<file path="config.mk">
export PLATFORM = sky130hd
export DESIGN_NAME = irbs_cfg_regs
export DESIGN_NICKNAME = d
export VERILOG_FILES = /design/src/irbs_pkg.sv /design/src/irbs_cfg_regs.sv
export SDC_FILE = /design/constraint.sdc
export NUM_CORES = 1
export LEC_CHECK = 0
export ABC_AREA = 0
export BUFFER_PORTS_ARGS = -buffer_cell sky130_fd_sc_hd__buf_2
export CAP_MARGIN = 20
export CORE_UTILIZATION = 45
export CTS_CLUSTER_SIZE = 20
export DETAILED_ROUTE_END_ITERATION = 10
export GPL_TIMING_DRIVEN = 0
export PLACE_DENSITY = 0.75
export SETUP_SLACK_MARGIN = 0.3
export SYNTH_ARGS = -nofsm -noshare
export SYNTH_HDL_FRONTEND = slang
export SYNTH_SLANG_ARGS = --single-unit
</file>
<file path="constraint.sdc">
create_clock -name clk -period 0.8 [get_ports clk]
set_input_delay 0.16 -clock clk [delete_from_list [all_inputs] [get_ports clk]]
set_output_delay 0.16 -clock clk [all_outputs]
set_load 0.02 [all_outputs]
</file>
<file path="src/irbs_pkg.sv">
// ----------------------------------------------------------------------------
// irbs_pkg
// Shared widths, register indexes and the configuration type of the
// infrared bit sampler decoder.
// ----------------------------------------------------------------------------
package irbs_pkg;

    // decoded word width
    localparam int CODE_WIDTH = 16;

    // register field widths
    localparam int TIMER_WIDTH = 8;
    localparam int COUNT_WIDTH = 8;
    localparam int FRAME_WIDTH = 5;
    localparam int CFG_INDEX_WIDTH = 2;
    localparam int CFG_DATA_WIDTH = 16;

    // timer limits
    localparam logic [TIMER_WIDTH-1:0] TIMER_MAX = 8'd255;
    localparam logic [TIMER_WIDTH-1:0] EARLY_EDGE_LIMIT = 8'd2;
    localparam logic [TIMER_WIDTH-1:0] WINDOW_MARGIN = 8'd2;

    // register indexes
    localparam logic [CFG_INDEX_WIDTH-1:0] REG_IDLE_GAP = 2'd0;
    localparam logic [CFG_INDEX_WIDTH-1:0] REG_BIT_PERIOD = 2'd1;
    localparam logic [CFG_INDEX_WIDTH-1:0] REG_FRAME_BITS = 2'd2;
    localparam logic [CFG_INDEX_WIDTH-1:0] REG_EMPTY_CODE = 2'd3;

    // item kinds
    localparam logic KIND_TICK = 1'b0;
    localparam logic KIND_READ = 1'b1;

    // register values seen by the decoder
    typedef struct packed {
        logic [TIMER_WIDTH-1:0] idle_gap;
        logic [TIMER_WIDTH-1:0] bit_period;
        logic [FRAME_WIDTH-1:0] frame_bits;
        logic [CODE_WIDTH-1:0]  empty_code;
    } irbs_cfg_t;

    // item strobes from the handshake to the decoder
    typedef struct packed {
        logic tick_en;
        logic read_en;
        logic sample;
    } irbs_ctrl_t;

endpackage

</file>
<file path="src/irbs_cfg_regs.sv">
// ----------------------------------------------------------------------------
// irbs_cfg_regs
// Configuration register file, written through the register write channel.
// ----------------------------------------------------------------------------
module irbs_cfg_regs
    import irbs_pkg::*;
(
    input  logic             clk,
    input  logic             rst_n,
    input  logic             wr_en,
    input  logic [CFG_INDEX_WIDTH-1:0] wr_index,
    input  logic [CFG_DATA_WIDTH-1:0]  wr_data,
    output irbs_cfg_t        cfg
);

    irbs_cfg_t cfg_reg;
    irbs_cfg_t cfg_next;

    // decode the register write
    always_comb
    begin
        cfg_next = cfg_reg;
        if (wr_en)
        begin
            case (wr_index)
                REG_IDLE_GAP:   cfg_next.idle_gap = wr_data[TIMER_WIDTH-1:0];
                REG_BIT_PERIOD: cfg_next.bit_period = wr_data[TIMER_WIDTH-1:0];
                REG_FRAME_BITS: cfg_next.frame_bits = wr_data[FRAME_WIDTH-1:0];
                REG_EMPTY_CODE: cfg_next.empty_code = wr_data[CODE_WIDTH-1:0];
                default:        cfg_next = cfg_reg;
            endcase
        end
    end

    // register storage
    always_ff @(posedge clk or negedge rst_n)
    begin
        if (!rst_n)
        begin
            cfg_reg.idle_gap   <= '0;
            cfg_reg.bit_period <= 8'd3;
            cfg_reg.frame_bits <= 5'd1;
            cfg_reg.empty_code <= '0;
        end
        else
        begin
            cfg_reg <= cfg_next;
        end
    end

    assign cfg = cfg_reg;

endmodule

</file>
==> results.ini, run 1 <==
[clocking]
insertion_delay_ps = 340
clkTransAtPathRegs_ps = 130
cts_num_sinks = 37
htreeDepth = 2
cts_tree = built
max-clock-path-buffers = 2
cts_root_buf = clkbuf_4
cts_buffers = 5

[pwr]
comb_power_share_pct = 39.8
p_leak_nw = 1.27
pwr-share-clk_pct = 18.7
ir_drop_uv = 1810
sw_frac_of_total_pct = 30.9
seqPwrFrac_pct = 41.6
netSwitchingPower_mw = 1.95
p_per_area_mw_per_mm2 = 2500
p_int_mw = 4.35

[timing]
hold_viol_final = 34
relSlewSlack_pct = 68.9
rsz0062_at_grt = true
fin_skew_ps = 0
fmax_ghz = 0.841
finalSetupTns_ps = -12670
finalCriticalPeriod_ps = 1190
tightest_slew_ps = 466
setup_viol = 57
finalCritPeriodShare_pct = 149
holdWs_ps = -256
maxSlewViolCount = 0
setup_slack_ps = -389

[place]
dp_hpwl_mm = 1.95
dp.cells = 167
numPortBuffers = 57
dp_slack_ps = -518
place_congestion = 0.737

[detailed_routing]
routedWlPerCell_um = 20.7
firstDrtPassIters = 7
post_drt_via_cell_ratio = 5.33
antenna_left = 0
drt_iter0_drc = 43
vias = 1083
drt_wl_total_mm = 4.21
post-route-drc-count = 3

[floorplanning]
die-area_mm2 = 0.00337
fp.dieH_um = 58.0
dieWidth_um = 58.0
start_util_pct = 49.5
core_area_mm2 = 0.00285
rows = 19
pin_count = 58

[grt]
grt_pass1_vias = 1106
antenna_found_initial = 0
grt_pass1_wl_mm = 5.45
grt_overflow = 0
grt_max_degree = 38
grt_usage_pct = 22.3

[final_layout]
final_cell_mix = buf_6 (62), mux2_4 (33), dfrtp_2 (22)
final_util_pct = 88.5
n_fill_cell = 115
final_common_cell = buf_6
largest_register_ffs = 37
area_growth_pct = 78.7
drive_gt1_share_pct = 92.4
n_antenna_cell = 0
instances_no_fill = 203
nNetsFinal = 192

[setup_path]
worstPathArrival_ps = 1030
slowest_stage = dfstp_2
rr_worst_depth = 3
crit_start = cfg[22]$_DFFE_PN1P_
worst_ep_required_time_ps = 640
worstSetupPathType = reg2out
rrSetupSlack_ps = -230
worst_setup_path_end_kind = output port
start_kind = flip-flop
cp_cell_sequence = buf_6
r2r_end = cfg[23]$_DFFE_PN0P_
critical_path.top_delay_family = flip-flops
critPathMaxFanout = 2
cpPeakStageDelay_ps = 570
path_buf_inv = 1
path_depth = 1
rr_startpoint = cfg[23]$_DFFE_PN0P_

[synthesis]
synthDistinctLibCells = 8
synthesis.area_mm2 = 0.00141
ys_warn_count = 0
synth_cells = 79
syn_area_per_cell_um2 = 17.9
syn_nets = 100
ys_seq_elements = 37
yosysSeqAreaShare_pct = 65.8

[outcome]
violations = design-rule violations, negative hold slack, negative setup slack
outcome = finished with violations

[worst_hold_path]
hold_path_class = in2async

[flow_run]
drv_cap = 0

==> timing repair <==
item	in CTS	in global routing
hold endpoints to repair	34	34
endpoints found under the setup margin	96	74
buffers inserted	16	12
resized for setup	96	18
pin swaps	2	1
==> cell type report <==
cell class	instances	area [µm²]	area share, %
clock inverter	1	5.00	0.198
sequential	37	957	37.9
tap	31	38.8	1.54
multi-input combinational	41	604	23.9
clock buffer	7	65.1	2.58
buffer	1	15.0	0.595
timing repair buffer	85	838	33.2
==> synthesized netlist by cell type <==
cell	n	area (µm²)
nand3b_2	1	11.3
mux2_2	37	417
nand3b_1	1	7.51
dfstp_2	3	78.8
buf_6	1	11.3
dfrtp_1	34	851
nand3_4	1	17.5
nor3b_4	1	18.8
==> power groups by stage <==
stage	registers (mW)	clock network, mW	logic (mW)
5_1_grt	2.64	1.26	2.62
3_3_place_gp	2.47	0	1.47
3_5_place_dp	2.50	0	1.51
6_report	2.62	1.18	2.51
4_1_cts	2.56	1.13	2.20
2_1_floorplan	2.95	0	0.504
==> metrics by stage <==
step	area, µm²	power, mW
after floorplan	1540	3.46
after global placement	1870	3.95
after detailed placement	1870	4.00
after CTS	2370	5.89
after global routing	2520	6.52
final	2520	6.30
==> worst max path at each step <==
stage	slack, ps	end
after CTS	-380	cfg[21]
after global routing	-420	cfg[21]
after detailed placement	-520	cfg[31]$_DFFE_PN0P_
after floorplan	-180	cfg[29]$_DFFE_PN0P_
final	-390	cfg[22]
after global placement	-490	cfg[33]$_DFFE_PN0P_
==> metal layers <==
metal | vias to the layer above | GRT usage, % | share of wire (%)
met5 | - | 0 | 0
met4 | 0 | 6.12 | 1.0
met3 | 6 | 5.58 | 4.8
met2 | 37 | 38.3 | 52
met1 | 571 | 28.0 | 42
li1 | 469 | - | -
==> kinds of logic (layout without fill, tap and decap cells) <==
| logic type | count (synthesis) | after routing | synth area share [%] |
|---|---|---|---|
| flops | 37 | 37 | 65.8 |
| mux | 37 | 37 | 29.5 |
| simple gates | 4 | 4 | 3.90 |
| buf+inv | 1 | 94 | 0.797 |
Note: power is estimated with default switching activity, not from simulation.
==> inputs of run 2 (changes only) <==
Settings changed: CORE_UTILIZATION 45 to 50, PLACE_DENSITY 0.75 to 0.83.
Clock period 0.8 ns to 1.4 ns, I/O delays scaled along.
==> run 2 against run 1 <==
Net effect: the flow now finishes without violations; count of clock-buffer cells in the layout is 1 higher; final cell count shrank 8.4%; critical path depth stayed put; via count down 15%; sequential share of layout area increased by 6.0 points; setup slack gained 500 ps; final area fell by 16%; combinational power down 56%; core utilization fell by 6.1 points; sequential power fell by 45%; register-to-register slack improved by 570 ps; critical path type unchanged; largest power group unchanged.
==> results.ini, run 2 (synthesized netlist as in run 1, its figures left out) <==
[detailed_routing]
vias = 924  ; -15%
post-route-drc-count = 0  ; -3
drt_iter0_drc = 2  ; -95%
post_drt_via_cell_ratio = 4.97  ; -6.9%
antenna_left = 0  ; unchanged
firstDrtPassIters = 2  ; -5
drt_wl_total_mm = 3.12  ; -26%
routedWlPerCell_um = 16.7  ; -19%

[grt]
grt_max_degree = 38  ; unchanged
grt_pass1_vias = 969  ; -12%
grt_overflow = 0  ; unchanged
grt_pass1_wl_mm = 4.45  ; -18%
grt_usage_pct = 22.5  ; +0.22 points
antenna_found_initial = 0  ; unchanged

[pwr]
p_leak_nw = 1.00  ; -21%
netSwitchingPower_uw = 958  ; -51%
comb_power_share_pct = 35.6  ; -4.2 points
ir_drop_uv = 1350  ; -25%
p_per_area_mw_per_mm2 = 1480  ; -41%
sw_frac_of_total_pct = 30.7  ; -0.21 points
pwr-share-clk_pct = 18.6  ; about the same
power_mw = 3.12  ; -50%
p_int_mw = 2.16  ; -50%
seqPwrFrac_pct = 45.9  ; +4.3 points

[final_layout]
final_cell_mix = buf_6 (38), mux2_2 (37), dfrtp_1 (34)
fin_area_mm2 = 0.00212  ; -16%
drive_gt1_share_pct = 76.3  ; -16 points
area_growth_pct = 49.8
nNetsFinal = 176  ; -8.3%
final_common_cell = buf_6
n_antenna_cell = 0  ; unchanged
largest_register_ffs = 37  ; unchanged
n_fill_cell = 130  ; +13%

[setup_path]
start_kind = flip-flop
path_buf_inv = 1  ; unchanged
cp_cell_sequence = buf_6
cpPeakStageDelay_ps = 560  ; about the same
critPathMaxFanout = 2  ; unchanged
worst_ep_required_time_ps = 1120  ; +480 ps
slowest_stage = dfstp_2
worst_setup_path_end_kind = output port
worstSetupPathType = reg2out
critical_path.top_delay_family = flip-flops
worstPathArrival_ps = 1010  ; -20 ps

[floorplanning]
start_util_pct = 55.0  ; +5.5 points
rows = 18  ; -1
die-area_mm2 = 0.00304  ; -9.7%
fp.dieH_um = 55.2  ; -5.0%
pin_count = 58  ; unchanged
dieWidth_um = 55.2  ; -5.0%
core_area_mm2 = 0.00257  ; -10%

[place]
dp_hpwl_mm = 1.95  ; -0.30%
numPortBuffers = 57  ; unchanged
dpl_cell_area_mm2 = 0.00174  ; -7.0%
place_congestion = 0.724  ; -1.7%

[clocking]
htreeDepth = 2  ; unchanged
clkTransAtPathRegs_ps = 110  ; -20 ps
cts_tree = built
insertion_delay_ps = 320  ; -20 ps
cts_buffers = 5  ; unchanged
cts_num_sinks = 37  ; unchanged
max-clock-path-buffers = 2  ; unchanged
cts_root_buf = clkbuf_4

[timing]
finalCriticalPeriod_ps = 1290
relSlewSlack_pct = 47.8  ; -21 points
rsz0062_at_grt = true
fmax_ghz = 0.777
holdWs_ps = 18.4  ; +275 ps
maxSlewViolCount = 0  ; unchanged
finalCritPeriodShare_pct = 91.9
tightest_slew_ps = 783  ; +317 ps
hold_viol_final = 0  ; -100%
setup_viol = 0  ; -100%
finalSetupTns_ps = 0  ; +12670 ps
fin_skew_ps = 0  ; unchanged

[worst_hold_path]
hold_path_class = in2async

[outcome]
outcome = completed

[flow_run]
drv_cap = 0  ; unchanged

==> run 2: worst paths after layout <==
path                                           from  slack [ps]                   to  depth (start not counted)
worst max-delay path            cfg[16]$_DFFE_PN1P_         110              cfg[16]                          1
worst min-delay path                          rst_n          20  cfg[15]$_DFFE_PN0P_                          1
worst max register to register   cfg[2]$_DFFE_PN0P_         340   cfg[2]$_DFFE_PN0P_                          3
worst min register to register  cfg[17]$_DFFE_PN0P_         540  cfg[17]$_DFFE_PN0P_                          1
max in group asynchronous                     rst_n         890  cfg[19]$_DFFE_PN0P_                          1
min in group clk                         wr_data[9]         180   cfg[9]$_DFFE_PN0P_                          2
==> run 2: area by class of cell <==
type	count	area (µm²)	share of cell area, %
clock buffer	8	58.8	2.78
multi-input combinational	41	472	22.3
buffer	1	11.3	0.532
timing repair buffer	69	607	28.7
tap	30	37.5	1.77
sequential	37	930	43.9
==> run 2: repair_timing <==
action	in CTS	in global routing
hold buffers	0	0
setup buffers	7	5
gates resized for setup	74	0
setup endpoints to repair	37	37
==> run 2: routing by layer <==
metal | up-vias | global-route usage, % | routed length [µm]
met4 | 0 | 7.50 | 22
met5 | - | 0 | 0
li1 | 434 | - | -
met3 | 4 | 6.28 | 168
met1 | 453 | 24.8 | 1240
met2 | 33 | 41.2 | 1680
==> run 2: per-stage QoR <==
stage / util (%) / setup slack [ps] / instances
floorplan: - / 297 / 79
finish: 82.4 / 114 / 186
detailed placement: 67.6 / -7.63 / 166
CTS: 80.9 / 133 / 181
global placement: 67.6 / 3.35 / 166
global route: 82.4 / 85.2 / 186
==> run 2: power groups by stage <==
stage	clock network, mW	logic [mW]	registers, mW
floorplan	0	0.205	1.65
detailed placement	0	0.778	1.40
finish	0.580	1.11	1.43
CTS	0.577	1.07	1.43
global placement	0	0.757	1.38
global route	0.624	1.18	1.46
==> inputs of run 3 (changes only) <==
Settings changed: CORE_MARGIN set to 2.
==> run 3 against run 2 <==
Net effect: critical path depth unchanged; global-route usage decreased by 4.2 points; wire length decreased by 15%; largest power group unchanged; sequential share of layout area increased by 1.1 points; sequential cell count unchanged; non-clock buffer count decreased by 6; count of clock-buffer cells in the layout decreased by 2; setup slack got worse by 3.5 ps; core utilization decreased by 6.2 points; highest routed layer unchanged; via count decreased by 1.4%.
==> results.ini, run 3 (synthesized netlist as in run 1, its figures left out) <==
[clocking]
holdBufCountCts = 0  ; unchanged
cts_tree = built
htreeDepth = 2  ; unchanged
insertion_delay_ps = 340  ; +20 ps
clkTransAtPathRegs_ps = 110  ; about the same
cts_buffers = 5  ; unchanged
cts_num_sinks = 37  ; unchanged
cts_root_buf = clkbuf_4
max-clock-path-buffers = 2  ; unchanged

[setup_path]
worst_setup_path_end_kind = output port
critical_path.top_delay_family = flip-flops
crit_start = cfg[21]$_DFFE_PN1P_
start_kind = flip-flop
path_buf_inv = 1  ; unchanged
slowest_stage = dfstp_2
rr_startpoint = cfg[0]$_DFFE_PN0P_
cpPeakStageDelay_ps = 560  ; about the same
worstPathArrival_ps = 1010  ; about the same
critPathMaxFanout = 2  ; unchanged
worst_ep_required_time_ps = 1120  ; about the same
worstSetupPathType = reg2out
cp_cell_sequence = buf_6

[grt]
grt_max_degree = 38  ; unchanged
antenna_found_initial = 0  ; unchanged
grt_usage_pct = 18.3  ; -4.2 points
grt_overflow = 0  ; unchanged
grt_pass1_wl_mm = 4.35  ; -2.2%
grt_pass1_vias = 981  ; +1.2%

[timing]
fin_skew_ps = 0  ; unchanged
setup_viol = 0  ; unchanged
finalSetupTns_ps = 0  ; unchanged
finalCriticalPeriod_ps = 1290  ; +3.47 ps
tightest_slew_ps = 782  ; -0.931 ps
fmax_ghz = 0.775  ; -0.27%
relSlewSlack_pct = 47.9  ; +0.062 points
maxSlewViolCount = 0  ; unchanged
setup_slack_ps = 110  ; -3.47 ps
finalCritPeriodShare_pct = 92.1  ; +0.25 points
rsz0062_at_grt = true
hold_viol_final = 0  ; unchanged

[final_layout]
fin_area_mm2 = 0.00206  ; -2.4%
final_util_pct = 76.2  ; -6.2 points
drive_gt1_share_pct = 76.0  ; -0.28 points
n_antenna_cell = 0  ; unchanged
final_cell_mix = buf_6 (38), mux2_2 (37), dfrtp_1 (34)
area_growth_pct = 46.1
final_common_cell = buf_6
nNetsFinal = 170  ; -3.4%
largest_register_ffs = 37  ; unchanged

[detailed_routing]
vias = 911  ; -1.4%
firstDrtPassIters = 3  ; +1
drt_iter0_drc = 25  ; +23
post-route-drc-count = 0  ; unchanged
drt_wl_total_mm = 2.64  ; -15%
antenna_left = 0  ; unchanged
routedWlPerCell_um = 14.6  ; -13%
post_drt_via_cell_ratio = 5.03  ; +1.3%

[floorplanning]
start_util_pct = 52.1  ; -2.9 points
die-area_mm2 = 0.00327  ; +7.4%
rows = 19  ; +1
fp.dieH_um = 57.2  ; +3.6%
dieWidth_um = 57.2  ; +3.6%
core_area_mm2 = 0.00271  ; +5.6%
pin_count = 58  ; unchanged

[place]
dpl_cell_area_mm2 = 0.00174  ; about the same
numPortBuffers = 57  ; unchanged
place_congestion = 0.678  ; -6.4%
dp_slack_ps = -57.3  ; -49.7 ps
dp_hpwl_mm = 1.87  ; -4.0%

[outcome]
outcome = completed

[flow_run]
drv_cap = 0  ; unchanged

[worst_hold_path]
hold_path_class = in2async

[pwr]
power_mw = 2.97  ; -4.9%
p_per_area_mw_per_mm2 = 1440  ; -2.5%
ir_drop_uv = 1340  ; -0.57%
p_leak_nw = 0.976  ; -2.9%

==> run 3: changes by cell type in the layout (fill, tap and decap cells not counted), sizes merged <==
cell    change
buf         -6
clkinv      +2
clkbuf      -2
==> run 3: power breakdown <==
part,total [mW],switching (mW),leakage [nW],internal (mW)
sequential,1.42,0.138,0.434,1.28
clock,0.510,0.319,0.0320,0.191
combinational,1.04,0.453,0.510,0.585
total,2.97,0.910,0.976,2.06
==> run 3: final cells by class <==
type	count	area, µm²
Timing Repair Buffer	63	562
Clock buffer	6	41.3
Clock inverter	2	10.0
Buffer	1	11.3
Sequential cell	37	930
Fill cell	186	646
Multi-Input combinational cell	41	472
Tap cell	31	38.8
==> run 3: stage by stage <==
stage	hold WS (ps)	std cells
6_report	7.95	181
5_1_grt	44.4	181
4_1_cts	28.0	177
3_5_place_dp	401	167
3_3_place_gp	389	167
2_1_floorplan	-15.6	79
==> run 3: final timing paths <==
check	slack (ps)	cells after the start	end
max	110	1	cfg[21]
min	8	1	cfg[10]$_DFFE_PN0P_
max reg2reg	390	3	cfg[0]$_DFFE_PN0P_
min reg2reg	540	1	cfg[24]$_DFFE_PN0P_
max in group asynchronous	890	1	cfg[13]$_DFFE_PN0P_
min in group clk	170	2	cfg[12]$_DFFE_PN0P_
==> run 3: routing by layer <==
layer / up-vias / share of wire (%) / global-route usage, %
met5: - / 0 / 0
met4: 0 / 1.7 / 6.98
met3: 8 / 11 / 9.52
met2: 44 / 50 / 29.9
met1: 434 / 37 / 20.3
li1: 425 / - / -
==> run 3: timing repair <==
action,in CTS,in global routing
endpoints found under the setup margin,37,45
buffers inserted,2,4
gates resized for setup,74,0
pin swaps,0,0
endpoints found under the hold margin,0,0
