[src/irbs_pkg.sv]
// ----------------------------------------------------------------------------
// irbs_pkg
// Shared widths, register indexes and the configuration type of the
// infrared bit sampler decoder.
// ----------------------------------------------------------------------------
package irbs_pkg;

    // decoded word width
    localparam int CODE_WIDTH = 16;

    // register field widths
    localparam int TIMER_WIDTH = 8;
    localparam int COUNT_WIDTH = 8;
    localparam int FRAME_WIDTH = 5;
    localparam int CFG_INDEX_WIDTH = 2;
    localparam int CFG_DATA_WIDTH = 16;

    // timer limits
    localparam logic [TIMER_WIDTH-1:0] TIMER_MAX = 8'd255;
    localparam logic [TIMER_WIDTH-1:0] EARLY_EDGE_LIMIT = 8'd2;
    localparam logic [TIMER_WIDTH-1:0] WINDOW_MARGIN = 8'd2;

    // register indexes
    localparam logic [CFG_INDEX_WIDTH-1:0] REG_IDLE_GAP = 2'd0;
    localparam logic [CFG_INDEX_WIDTH-1:0] REG_BIT_PERIOD = 2'd1;
    localparam logic [CFG_INDEX_WIDTH-1:0] REG_FRAME_BITS = 2'd2;
    localparam logic [CFG_INDEX_WIDTH-1:0] REG_EMPTY_CODE = 2'd3;

    // item kinds
    localparam logic KIND_TICK = 1'b0;
    localparam logic KIND_READ = 1'b1;

    // register values seen by the decoder
    typedef struct packed {
        logic [TIMER_WIDTH-1:0] idle_gap;
        logic [TIMER_WIDTH-1:0] bit_period;
        logic [FRAME_WIDTH-1:0] frame_bits;
        logic [CODE_WIDTH-1:0]  empty_code;
    } irbs_cfg_t;

    // item strobes from the handshake to the decoder
    typedef struct packed {
        logic tick_en;
        logic read_en;
        logic sample;
    } irbs_ctrl_t;

endpackage

[src/irbs_decoder.sv]
// ----------------------------------------------------------------------------
// irbs_decoder
// Edge timer, bit window check, shift word and held code of the decoder.
// ----------------------------------------------------------------------------
module irbs_decoder
    import irbs_pkg::*;
(
    input  logic                  clk,
    input  logic                  rst_n,
    input  irbs_cfg_t             cfg,
    input  irbs_ctrl_t            ctrl,
    output logic [CODE_WIDTH-1:0] held_code
);

    logic [TIMER_WIDTH-1:0] edge_timer_reg, edge_timer_next;
    logic                   prev_sample_reg, prev_sample_next;
    logic [COUNT_WIDTH-1:0] received_bits_reg, received_bits_next;
    logic [CODE_WIDTH-1:0]  shift_word_reg, shift_word_next;
    logic [CODE_WIDTH-1:0]  held_code_reg, held_code_next;

    logic [TIMER_WIDTH-1:0] timer_inc;
    logic [TIMER_WIDTH-1:0] window_lo;
    logic [TIMER_WIDTH-1:0] window_hi;
    logic                   is_edge;

    // window bounds wrap in eight bits
    assign window_lo = cfg.bit_period - WINDOW_MARGIN;
    assign window_hi = cfg.bit_period + WINDOW_MARGIN;
    assign timer_inc = (edge_timer_reg == TIMER_MAX) ? edge_timer_reg
                                                     : edge_timer_reg + 8'd1;
    assign is_edge   = (ctrl.sample != prev_sample_reg);

    // per-item state update
    always_comb
    begin
        edge_timer_next    = edge_timer_reg;
        prev_sample_next   = prev_sample_reg;
        received_bits_next = received_bits_reg;
        shift_word_next    = shift_word_reg;
        held_code_next     = held_code_reg;
        if (ctrl.read_en)
        begin
            held_code_next = cfg.empty_code;
        end
        else if (ctrl.tick_en)
        begin
            edge_timer_next  = timer_inc;
            prev_sample_next = ctrl.sample;
            if (is_edge)
            begin
                if (timer_inc <= EARLY_EDGE_LIMIT)
                begin
                    // edge too soon drops the frame
                    received_bits_next = '0;
                end
                else if (received_bits_reg == '0)
                begin
                    // start edge
                    if (ctrl.sample && (timer_inc > cfg.idle_gap))
                    begin
                        shift_word_next    = CODE_WIDTH'(1);
                        received_bits_next = COUNT_WIDTH'(1);
                    end
                    else
                    begin
                        shift_word_next = '0;
                    end
                    edge_timer_next = '0;
                end
                else if (timer_inc >= window_lo)
                begin
                    if (timer_inc <= window_hi)
                    begin
                        shift_word_next    = {shift_word_reg[CODE_WIDTH-2:0], ctrl.sample};
                        received_bits_next = received_bits_reg + COUNT_WIDTH'(1);
                    end
                    else
                    begin
                        received_bits_next = '0;
                    end
                    edge_timer_next = '0;
                end
            end
            else if (timer_inc > window_hi)
            begin
                // quiet line ends the frame
                if (received_bits_reg == COUNT_WIDTH'(cfg.frame_bits))
                begin
                    held_code_next = shift_word_reg;
                end
                received_bits_next = '0;
            end
        end
    end

    // control state
    always_ff @(posedge clk or negedge rst_n)
    begin
        if (!rst_n)
        begin
            edge_timer_reg    <= '0;
            prev_sample_reg   <= 1'b0;
            received_bits_reg <= '0;
            shift_word_reg    <= '0;
            held_code_reg     <= '0;
        end
        else
        begin
            edge_timer_reg    <= edge_timer_next;
            prev_sample_reg   <= prev_sample_next;
            received_bits_reg <= received_bits_next;
            shift_word_reg    <= shift_word_next;
            held_code_reg     <= held_code_next;
        end
    end

    assign held_code = held_code_reg;

endmodule

[config.mk]
export PLATFORM = sky130hd
export DESIGN_NAME = irbs_decoder
export DESIGN_NICKNAME = d
export VERILOG_FILES = /design/src/irbs_pkg.sv /design/src/irbs_decoder.sv
export SDC_FILE = /design/constraint.sdc
export NUM_CORES = 1
export LEC_CHECK = 0
export BUFFER_PORTS_ARGS = -buffer_cell sky130_fd_sc_hd__buf_2
export CORE_MARGIN = 1.5
export CORE_UTILIZATION = 45
export DETAILED_ROUTE_END_ITERATION = 8
export GPL_TIMING_DRIVEN = 0
export PLACE_DENSITY = 0.73
export SLEW_MARGIN = 15
export SYNTH_ARGS = -nofsm -noshare
export SYNTH_HDL_FRONTEND = slang
export SYNTH_SLANG_ARGS = --single-unit
[constraint.sdc]
create_clock -name clk -period 4.5 [get_ports clk]
set_input_delay 0.45 -clock clk [delete_from_list [all_inputs] [get_ports clk]]
set_output_delay 0.45 -clock clk [all_outputs]
set_load 0.05 [all_outputs]
==> results, run 1 <==
- The flow ran to the end, and the final reports show no timing, DRC or antenna violations.
- The core utilization of the finished layout is 0.5363.
- In this run the vertical extent of the chip is about 90 um.
- Clock-pin slew was measured on the worst setup and hold paths at around 0.10 ns.
- The initial antenna violation count came to 0.
- The final max-slew violation count is 0.
- The synthesized netlist contains 56 unique library cells.
- The share of the yosys chip area belonging to registers is 0.3570.
- IR analysis of the VDD net gives a maximum drop of ~200 uV.
- After synthesis, the mean cell area works out to about 8.9 um2.
- The critical path's slowest cell is dfrtp_1.
- 58 I/O pins were placed.
- For this block, the via count after detailed routing is 3,036.
- The detailed router finished its first iteration with 194 violations.
- The buffer depth of the longest clock path is 2.
- Setup violations remaining at the end of the flow were counted as 0.
- The number of antenna diodes in the final layout is 0.
- Traced cell by cell, the critical path runs through ha_1, buf_4, and4_1, nand2_1, nor2_1, a21oi_1, ha_1, nor2_1, o41ai_1, nand3_2, nor3_4, buf_6, mux2i_1, o21ai_1.
- TritonCTS built the clock tree.
- The die is around 90 um wide.
- Yosys printed 0 warnings.
- The post-detailed-route count of antenna-violating nets is 0.
- The number of global-route vias before repair came to between 2,000 and 3,000.
- The total of flip-flops plus latches after synthesis is slightly below 50.
- The core region is 7331 um2.
- The area growth from synthesis to layout is 14.46%.
- The layout net count is slightly above 500.
- The final hold violation count was 0.
- In the synthesized netlist the dominant register cell turns out to be dfrtp_1.
- The cell sitting at the root of the clock tree is a clkbuf_8.
- The post-route DRC violation count is 0.
- The setup TNS is 0 ns.
- The clock sink count is 49.
- The global-route wire length before repair is 13,800 um.
- The clock period could shrink to approximately 4.0 ns.
- The number of rows in the core area is 31.
- The H-tree depth reported by CTS is 2.
- The number of buffers inserted by hold repair at cts is 0.
- The floorplan step defined a die boundary enclosing between 8000 and 9000 um2.
- The critical path capture point type is a register.
- The ratio of routed vias to standard cells is 5.530.
- Once the clock tree was built, the setup fixing pass inserted 0 buffers.
- For this configuration, the core starts out at a cell density of 0.4685.
- For the pin with the worst max-slew slack, the measured transition is approximately 0.63 ns.
- The proportion of register bits with asynchronous set or reset after synthesis is 1.000.
- In the final layout, the share of cells above drive strength 1 is 0.1911.
- The synthesized design spends more area on one cell type than any other, namely dfrtp_1.
- The startpoint-to-endpoint class of the critical path is reg -> reg.
- The post-synthesis net count is roughly 450.
- The max-slew headroom at the worst pin is 0.5826.
- For this run, the top clock speed supported by timing is between 200 and 250 MHz.
- Of the post-synthesis cell area, the dominant cell type holds 0.3570.
- The longest individual stage delay on the worst path is roughly 0.52 ns.
- The min-delay analysis places its worst path in the category in -> async.
- The later-pin clock latency in the skew report is just over 0.3 ns.
- Setup repair after global routing left no endpoint under its margin.
- Routability-driven placement finished with a final weighted congestion of between 0.8 and 0.9.
- The data required time of the worst path is ~4.7 ns.
- Entering global routing, the biggest net connects 50 pins.
- Summed over all nets, the half-perimeter wirelength after detailed placement is just under 6000 um.
- Data on the critical path arrives at its endpoint at about 4.2 ns.
- The worst setup path is launched from a register.
- The finished layout holds between 500 and 600 standard cells, fillers aside.
- The aggregate global-route resource usage is 0.2036.
- The number of buffers created by CTS is 5.
- In the finished design, the share of the clock period the worst path needs comes to 0.8911.
- The cell total after placement is 541.
- Yosys attributes the largest share of cell area to dfrtp_1 (36%), ha_1 (8.4%), o21ai_1 (5.5%).
- The total chip power is 1684 uW.
- The clock arrives with 0.01043 ns of skew.
- The netlist area before placement is 3435 um2.
- The post-synthesis cell count is 386.
- The cell area reported after detailed placement is between 3000 and 4000 um2.
- The count of flip-flops with a built-in enable after synthesis is 0.
- For this block, the routed nets add up to about 7900 um of wire.
- The total leakage power is 0.001811 uW.
- The total of buffers placed on input and output ports is 56.
- The number of detailed-routing iterations run before antenna repair is 4.
- The number of cells upsized or downsized after cts is 0.
- After detailed routing, the average wire length per cell comes to around 14 um.
- Max-cap violations in this run came to 0.
- The remaining global-route overflow is 0.
- Summing all non-filler instances in the final layout gives an area of 3931 um2.
- The total power density per cell area is between 400 and 500 nW/um2.
- Of all nets on the critical path, the largest fanout is 11.
-- through the flow --
| stage | worst slack [ns] | hold slack [ns] |
|---|---|---|
| 2_1_floorplan | 1.220 | 0.1544 |
| 3_3_place_gp | 0.6809 | 0.4707 |
| 3_5_place_dp | 0.5199 | 0.4836 |
| 4_1_cts | 0.5001 | 0.3344 |
| 5_1_grt | 0.2144 | 0.2040 |
| 6_report | 0.4902 | 0.1406 |
-- layout by cell type (no fill, tap or decap), types with 7 or more instances in the layout --
| master | n |
|---|---|
| ha_1 | 23 |
| o21ai_1 | 38 |
| inv_1 | 33 |
| nor2_1 | 11 |
| xnor2_1 | 12 |
| nand2_1 | 35 |
| xor2_1 | 8 |
| a21oi_1 | 13 |
| nand2b_1 | 10 |
| a31oi_1 | 18 |
| buf_2 | 61 |
| clkbuf_1 | 7 |
| o21ai_0 | 8 |
| mux2i_1 | 17 |
| dfrtp_1 | 49 |
| nand4_1 | 9 |
| nand3_1 | 23 |
| and3_1 | 9 |
-- cell families (layout without fill, tap and decap cells) --
family | count (synthesis) | count (layout) | synth area share
buffers and inverters | 49 | 113 | 0.06011
AOI/OAI and AO/OA | 101 | 101 | 0.1891
and+or+nand+nor | 125 | 125 | 0.1985
DFF | 49 | 49 | 0.3570
adders and majority gates | 23 | 23 | 0.08379
muxes | 19 | 19 | 0.06047
xor gates and xnor gates | 20 | 20 | 0.05100
-- layout make-up --
| type | count | area (um2) |
|---|---|---|
| repair buffers | 56 | 282.8 |
| multi-input cells | 288 | 2002 |
| clock buffers | 5 | 68.82 |
| clock inverters | 3 | 21.27 |
| flip-flops and latches | 49 | 1226 |
| plain buffers | 16 | 82.58 |
| well taps | 99 | 123.9 |
| inverters | 33 | 123.9 |
| fillers | 697 | 3400 |
-- power breakdown --
part / internal, uW / switching, uW / leakage [uW] / total [uW]
combinational: 294 / 476 / 0.00113 / 770
sequential: 540 / 101 / 0.000635 / 641
clock: 111 / 162 / 0.0000445 / 273
-- path summary, 6_finish.rpt --
kind / start / endpoint / slack [ns] / cells past startpoint
setup / recovery: edge_timer_reg[0]$_DFFE_PN0P_ / held_code[14]$_DFFE_PN0P_ / 0.49 / 14
hold / removal: rst_n / edge_timer_reg[7]$_DFFE_PN0P_ / 0.14 / 1
setup reg to reg: edge_timer_reg[0]$_DFFE_PN0P_ / held_code[14]$_DFFE_PN0P_ / 0.49 / 14
hold reg to reg: received_bits_reg[7]$_DFFE_PN0P_ / received_bits_reg[7]$_DFFE_PN0P_ / 0.49 / 1
max in group asynchronous: rst_n / received_bits_reg[1]$_DFFE_PN0P_ / 3.94 / 1
min in group clk: cfg[11] / held_code[11]$_DFFE_PN0P_ / 0.34 / 3
-- worst max-delay path: cells and delay by family, from the launching register on --
kind / cells / cell delay, ns
and+or+nand+nor: 6 / 1.27
adders and majority gates: 2 / 0.58
muxes: 1 / 0.20
buffers and inverters: 2 / 0.42
AOI/OAI and AO/OA: 3 / 0.89
DFF: 1 / 0.52
-- layer usage --
| metal | share of wire | track usage | vias to the layer above |
|---|---|---|---|
| met2 | 0.48 | 0.3371 | 69 |
| met5 | 0 | 0 | - |
| met3 | 0.037 | 0.03451 | 13 |
| met1 | 0.47 | 0.2727 | 1450 |
| li1 | - | - | 1504 |
| met4 | 0.017 | 0.05952 | 0 |
-- cell usage after synthesis, types with 2 or more instances --
cell type	count
dfrtp_1	49
o21ai_1	38
nand2_1	35
inv_1	33
ha_1	23
nand3_1	23
a31oi_1	18
mux2i_1	17
a21oi_1	13
xnor2_1	12
nor2_1	11
nand2b_1	10
and3_1	9
nand4_1	9
o21ai_0	8
xor2_1	8
clkbuf_1	7
buf_2	6
nor3_1	6
nor2b_1	5
a22o_1	4
a21o_1	2
a31o_1	2
and2_1	2
buf_4	2
nand3b_1	2
o211ai_1	2
or3_1	2
(Power assumes the default switching activity.)
==> run 2: changes to the inputs <==
--- a/config.mk
+++ b/config.mk
@@ -10,7 +10,7 @@
 export CORE_UTILIZATION = 45
 export DETAILED_ROUTE_END_ITERATION = 8
 export GPL_TIMING_DRIVEN = 0
-export PLACE_DENSITY = 0.73
+export PLACE_DENSITY = 0.66
 export SLEW_MARGIN = 15
 export SYNTH_ARGS = -nofsm -noshare
 export SYNTH_HDL_FRONTEND = slang
==> run 2 against run 1 <==
  * Utilization up 0.31 points
  * Die area unchanged
  * Non-clock buffer count unchanged
  * Combinational power down 0.9%
  * Via count down 2.1%
  * Critical path depth unchanged
  * Wire length up 0.30%
  * Design area up 0.57%
  * Largest cell class unchanged
==> results, run 2 (same netlist as run 1, synthesis figures left out) <==
- The flow ran to the end, and the final reports show no timing, DRC or antenna violations.
- The post-route DRC violation count is 0 (unchanged).
- The share of post-route cells with drive strength above 1 is 0.1911 (unchanged).
- The area growth from synthesis to layout is 15.12%.
- TritonCTS built the clock tree.
- In this run the worst setup path terminates at held_code[11]$_DFFE_PN0P_.
- The area of the die is 8166 um2 (unchanged).
- The vias after detailed routing is 2,971 (-2.1%).
- The total of endpoints with negative setup slack in the final report is 0 (unchanged).
- The number of global-route vias before repair came to 2,797 (-5.0%).
- The setup skew after layout is 0.008139 ns (-0.002288 ns).
- The number of non-filler instances in the completed layout is 549 (unchanged).
- The worst reg2reg path endpoint is held_code[11]$_DFFE_PN0P_.
- The critical path goes through ha_1, buf_4, and4_1, nand2_1, nor2_1, a21oi_1, ha_1, nor2_1, o41ai_1, nand3_2, nor3_4, buf_6, mux2i_1, o21ai_1.
- The remaining global-route overflow is 0 (unchanged).
- The number of buffers and inverters on the critical path is 2 (unchanged).
- The top-level I/O count was 58 (unchanged).
- The total inserted antenna cells was 0 (unchanged).
- The worst-case hold slack is 0.1428 ns (+0.002180 ns).
- The final routed wirelength across all metal layers is 7902 um (+0.30%).
- The HPWL reported at the end of detailed placement came to 5990 um (+1.1%).
- The number of buffers inserted by hold repair at cts is 0 (unchanged).
- The setup slack of the worst register-to-register path is 0.54 ns (+0.05 ns).
- The die outline height was 90.37 um (unchanged).
- The max-slew headroom at the worst pin is 0.5861 (+0.003507).
- The min-delay analysis places its worst path in the category in -> async.
- The die span in x came to 90.37 um (unchanged).
- The ratio of routed vias to standard cells is 5.412 (-2.1%).
- CTS placed an instance of clkbuf_8 at the clock tree root.
- The number of buffers created by CTS was 5 (unchanged).
- The later-pin clock latency in the skew report is 0.31 ns (about the same).
- The routability congestion estimate came to 0.8670 (-1.7%).
- The total leakage power is 0.001825 uW (+0.77%).
- The clock sink count is 49 (unchanged).
- The initial antenna violation count is 0 (unchanged).
- The post-detailed-route count of antenna-violating nets is 0 (unchanged).
- The most critical setup path has its startpoint at edge_timer_reg[0]$_DFFE_PN0P_.
- The setup TNS was 0 ns (unchanged).
- The clock transition time at the flip-flop clock pins of the worst setup and hold paths is 0.10 ns (about the same).
- Setup repair after global routing left no endpoint under its margin.
- The core area is 7331 um2 (unchanged).
- The largest fanout on the critical path is 11 (unchanged).
- Leaving out fill and tap cells, the most frequent cell in the layout is buf_2.
- The maximum number of pins on one net before global-route repair was 50 (unchanged).
- The final max-slew violation count was 0 (unchanged).
- The global-route wire length before repair is 13,460 um (-2.5%).
- STA classifies the critical path endpoint as a register.
- The layout net count is 514 (unchanged).
- The data required time of the worst path is 4.69 ns (about the same).
- The share of the cycle needed by the critical path after routing is 0.8790 (-0.01207).
- The H-tree depth reported by CTS is 2 (unchanged).
- The longest individual stage delay on the worst path was 0.51 ns (about the same).
- The number of detailed-routing iterations run before antenna repair came to 4 (unchanged).
- The number of cells upsized or downsized after cts is 0 (unchanged).
- The aggregate global-route resource usage is 0.2016 (-0.002043).
- The buffer depth of the longest clock path is 2 (unchanged).
- The kind of cell adding the most delay to the critical path is simple AND/OR/NAND/NOR gates.
- The type of origin of the critical path is a register.
- The post-detailed-route wirelength per cell is 14.39 um (+0.30%).
- Leaving out fill and tap cells, the most frequent cells in the layout are buf_2 (61), dfrtp_1 (49), o21ai_1 (38).
- The total of buffers placed on input and output ports is 56 (unchanged).
- The worst supply voltage drop on vdd came to 233.1 uV (+18%).
- The top achievable clock speed was 252.8 MHz (+1.4%).
- The actual slew at the worst max-slew pin was 0.6209 ns (-0.005260 ns).
- The arrival time at the worst endpoint came to 4.14 ns (-0.05 ns).
- The first-iteration detailed-routing DRC count came to 158 (-19%).
- The critical path depth in cells came to 14 (unchanged).
- The number of rows in the core area was 31 (unchanged).
- The critical path is of the reg -> reg type.
- The count of maximum capacitance violations was 0 (unchanged).
- The cell depth of the worst flop-to-flop path is 14 (unchanged).
- The total power density per cell area is 436.1 nW/um2 (+1.8%).
- The final hold violation count is 0 (unchanged).
- The cell total after placement is 541 (unchanged).
- The number of buffers inserted to repair setup after CTS is 0 (unchanged).
- The time the worst path needs with I/O delays and setup is 3.956 ns (-0.05433 ns).
- The worst register-to-register path begins at edge_timer_reg[0]$_DFFE_PN0P_.
- The largest individual stage delay along the critical path comes from the cell dfrtp_1.
- The initial core utilization is 0.4685 (unchanged).
[run 2: changes by cell type in the layout (fill, tap and decap cells not counted)]
cell | previous run | this run
clkinvlp_4 | 1 | 0
bufinv_16 | 0 | 1
[run 2: cell type report]
class                   count  area [um2]
plain buffers              16       82.58
clock buffers               5       68.82
clock inverters             3       43.79
fillers                   698        3377
inverters                  33       123.9
multi-input cells         288        2002
flip-flops and latches     49        1226
well taps                  99       123.9
repair buffers             56       282.8
[run 2: worst min path at each step]
stage | slack, ns | to | cells after the start
finish | 0.14 | held_code[14]$_DFFE_PN0P_ | 1
floorplan | 0.15 | edge_timer_reg[0]$_DFFE_PN0P_ | 0
global placement | 0.47 | received_bits_reg[7]$_DFFE_PN0P_ | 1
CTS | 0.34 | held_code[13]$_DFFE_PN0P_ | 3
global route | 0.19 | edge_timer_reg[4]$_DFFE_PN0P_ | 1
detailed placement | 0.47 | received_bits_reg[7]$_DFFE_PN0P_ | 1
[run 2: where the power goes]
part           leakage, uW  internal, uW  switching [uW]
sequential        0.000635           540            97.7
clock            0.0000585           167             157
combinational      0.00113           294             469
[run 2: per-layer routing]
layer  vias to the layer above  wire, um  global-route usage
met5                         -         0                   0
met4                         0        93             0.06614
met3                         7       275             0.03367
met2                        53      3616              0.3119
met1                      1399      3917              0.2863
li1                       1512         -                   -
[run 2: metrics by stage]
step | setup slack (ns) | area (um2) | power, uW | utilization
after CTS | 0.5547 | 3951 | 1729 | 0.5390
after global placement | 0.6648 | 3839 | 1381 | 0.5236
after detailed placement | 0.5764 | 3839 | 1405 | 0.5236
final | 0.5445 | 3954 | 1724 | 0.5393
after global routing | 0.2268 | 3954 | 1864 | 0.5393
after floorplan | 1.220 | 3435 | 1196 | -
==> run 3: changes to the inputs <==
--- a/config.mk
+++ b/config.mk
@@ -7,10 +7,10 @@
 export LEC_CHECK = 0
 export BUFFER_PORTS_ARGS = -buffer_cell sky130_fd_sc_hd__buf_2
 export CORE_MARGIN = 1.5
-export CORE_UTILIZATION = 45
+export CORE_UTILIZATION = 57
 export DETAILED_ROUTE_END_ITERATION = 8
 export GPL_TIMING_DRIVEN = 0
-export PLACE_DENSITY = 0.66
+export PLACE_DENSITY = 0.81
 export SLEW_MARGIN = 15
 export SYNTH_ARGS = -nofsm -noshare
 export SYNTH_HDL_FRONTEND = slang
==> run 3 against run 2 <==
  * Utilization is 12 points higher
  * Flip-flop and latch count is the same
  * Cell count shrank 4.4%
  * Sequential power rose by 0.6%
  * Fmax rose by 1.6%
  * First-iteration DRC count fell by 1.9%
  * Wire length rose by 2.1%
  * Clock skew down 0.0018 ns
  * Via count grew 4.1%
==> results, run 3 (same netlist as run 1, synthesis figures left out) <==
- The flow ran to the end, and the final reports show no timing, DRC or antenna violations.
- The share of the cycle needed by the critical path after routing was 0.8648 (-0.01422).
- The path category of the worst min-delay check is in -> async.
- The number of detailed-routing iterations run before antenna repair is 5 (+1).
- The cell depth of the worst flop-to-flop path is 14 (unchanged).
- The buffer depth of the longest clock path is 2 (unchanged).
- The maximum number of pins on one net before global-route repair is 50 (unchanged).
- The max-slew headroom at the worst pin was 0.5947 (+0.008671).
- Setup repair after global routing left no endpoint under its margin.
- The number of cells upsized or downsized after cts is 0 (unchanged).
- The initial core utilization is 0.5835 (+0.1150).
- The actual slew at the worst max-slew pin is 0.6079 ns (-0.01301 ns).
- The worst reg2reg path endpoint is held_code[11]$_DFFE_PN0P_.
- The clock transition time at the flip-flop clock pins of the worst setup and hold paths is 0.09 ns (about the same).
- The setup skew after layout is 0.006322 ns (-0.001817 ns).
- The post-route DRC violation count is 0 (unchanged).
- The top cell types in the final layout, fill and taps aside, are buf_2 (61), dfrtp_1 (49), o21ai_1 (38).
- The setup TNS is 0 ns (unchanged).
- The later-pin clock latency in the skew report is 0.30 ns (about the same).
- The first-iteration detailed-routing DRC count is 155 (-1.9%).
- The remaining global-route overflow is 0 (unchanged).
- The total of buffers placed on input and output ports was 56 (unchanged).
- The number of rows in the core area was 28 (-9.7%).
- The HPWL reported at the end of detailed placement is 6088 um (+1.6%).
- The setup slack of the worst register-to-register path came to 0.61 ns (+0.06 ns).
- The top-level I/O count is 58 (unchanged).
- The routability congestion estimate was 0.9205 (+6.2%).
- The startpoint of the worst-slack reg-to-reg timing path is edge_timer_reg[0]$_DFFE_PN0P_.
- The clock tree from TritonCTS is built.
- The data required time of the worst path is 4.68 ns (about the same).
- The number of filler cells placed in the layout is 488 (-30%).
- The time the worst path needs with I/O delays and setup was 3.892 ns (-0.06397 ns).
- The critical path capture point type is a register.
- The worst-case setup slack after placement was 0.6473 ns (+0.07085 ns).
- The final routed wirelength across all metal layers is 8067 um (+2.1%).
- The number of buffers inserted by hold repair at cts is 0 (unchanged).
- The final max-slew violation count is 0 (unchanged).
- The final hold violation count is 0 (unchanged).
- The area of the die is 6500 um2 (-20%).
- The total power density per cell area is 428.6 nW/um2 (-1.7%).
- The post-detailed-route count of antenna-violating nets was 0 (unchanged).
- The die outline height was 80.63 um (-11%).
- The post-detailed-route wirelength per cell is 15.37 um (+6.8%).
- The arrival time at the worst endpoint is 4.07 ns (-0.07 ns).
- The largest fanout on the critical path is 11 (unchanged).
- The top achievable clock speed is 257.0 MHz (+1.6%).
- The die span in x is 80.63 um (-11%).
- The aggregate global-route resource usage is 0.2603 (+0.05874).
- The number of global-route vias before repair is 2,976 (+6.4%).
- The core area is 5886 um2 (-20%).
- The total leakage power is 0.001812 uW (-0.71%).
- The total of endpoints with negative setup slack in the final report is 0 (unchanged).
- The clock sink count is 49 (unchanged).
- The share of post-route cells with drive strength above 1 was 0.1889 (-0.002222).
- The number of buffers inserted to repair setup after CTS is 0 (unchanged).
- The global-route wire length before repair is 13,260 um (-1.4%).
- STA classifies the critical path startpoint as a register.
- The root buffer selected by CTS is clkbuf_8.
- The ratio of routed vias to standard cells is 5.893 (+8.9%).
- The initial antenna violation count is 0 (unchanged).
- The count of maximum capacitance violations was 0 (unchanged).
- The total inserted antenna cells is 0 (unchanged).
- The layout net count came to 514 (unchanged).
- The startpoint-to-endpoint class of the critical path is reg -> reg.
- The H-tree depth reported by CTS is 2 (unchanged).
- The vias after detailed routing is 3,094 (+4.1%).
- The worst supply voltage drop on vdd is 202.1 uV (-13%).
- The most common cell after layout, fill and taps aside is buf_2.
- The number of buffers created by CTS is 5 (unchanged).
- The post-layout worst setup margin was 0.6085 ns (+0.06397 ns).
- The area growth from synthesis to layout is 13.48%.
[run 3: how the worst max path moves through the flow]
stage | from | end | slack (ns) | cells after the start
after CTS | edge_timer_reg[0]$_DFFE_PN0P_ | held_code[11]$_DFFE_PN0P_ | 0.64 | 14
after global placement | edge_timer_reg[0]$_DFFE_PN0P_ | held_code[11]$_DFFE_PN0P_ | 0.76 | 14
after global routing | edge_timer_reg[0]$_DFFE_PN0P_ | held_code[11]$_DFFE_PN0P_ | 0.30 | 13
after floorplan | edge_timer_reg[0]$_DFFE_PN0P_ | held_code[10]$_DFFE_PN0P_ | 1.22 | 14
final | edge_timer_reg[0]$_DFFE_PN0P_ | held_code[11]$_DFFE_PN0P_ | 0.61 | 14
after detailed placement | edge_timer_reg[0]$_DFFE_PN0P_ | held_code[6]$_DFFE_PN0P_ | 0.65 | 14
[run 3: per-stage QoR]
stage,hold slack (ns),cells,total power (uW),instance area [um2],util
global route,0.1976,525,1792,3897,0.6622
finish,0.1519,525,1670,3897,0.6622
detailed placement,0.5007,517,1404,3809,0.6471
floorplan,0.1544,386,1196,3435,-
CTS,0.3494,525,1665,3895,0.6618
global placement,0.4679,517,1368,3809,0.6471
[run 3: worst max-delay path, stage by stage, from the launching register on]
cell	delay, ns
dfrtp_1	0.50
ha_1	0.27
buf_4	0.17
and4_1	0.21
nand2_1	0.13
nor2_1	0.05
a21oi_1	0.27
ha_1	0.28
nor2_1	0.09
o41ai_1	0.44
nand3_2	0.27
nor3_4	0.50
buf_6	0.24
mux2i_1	0.26
o21ai_1	0.08
[run 3: cell type report]
type,instances,area [um2],area share
clock buffer,6,72.57,0.01862
buffer,16,82.58,0.02119
sequential,49,1226,0.3146
multi-input combinational,288,2002,0.5136
timing repair buffer,56,282.8,0.07255
inverter,33,123.9,0.03178
clock inverter,2,13.76,0.003531
tap,75,93.84,0.02408
[run 3: report_power, final]
group	leakage, uW	switching, uW	total, uW	internal, uW
combinational	0.00113	472	767	296
sequential	0.000635	102	642	540
clock	0.0000456	150	261	111
total	0.00181	724	1670	947
[run 3: metal layers]
metal	GRT usage	wire, um	part of all wire	vias up
met5	0	0	0	-
met4	0.1069	212	0.026	0
met3	0.04545	409	0.051	25
met2	0.4261	3847	0.48	112
met1	0.3383	3598	0.45	1449
li1	-	-	-	1508
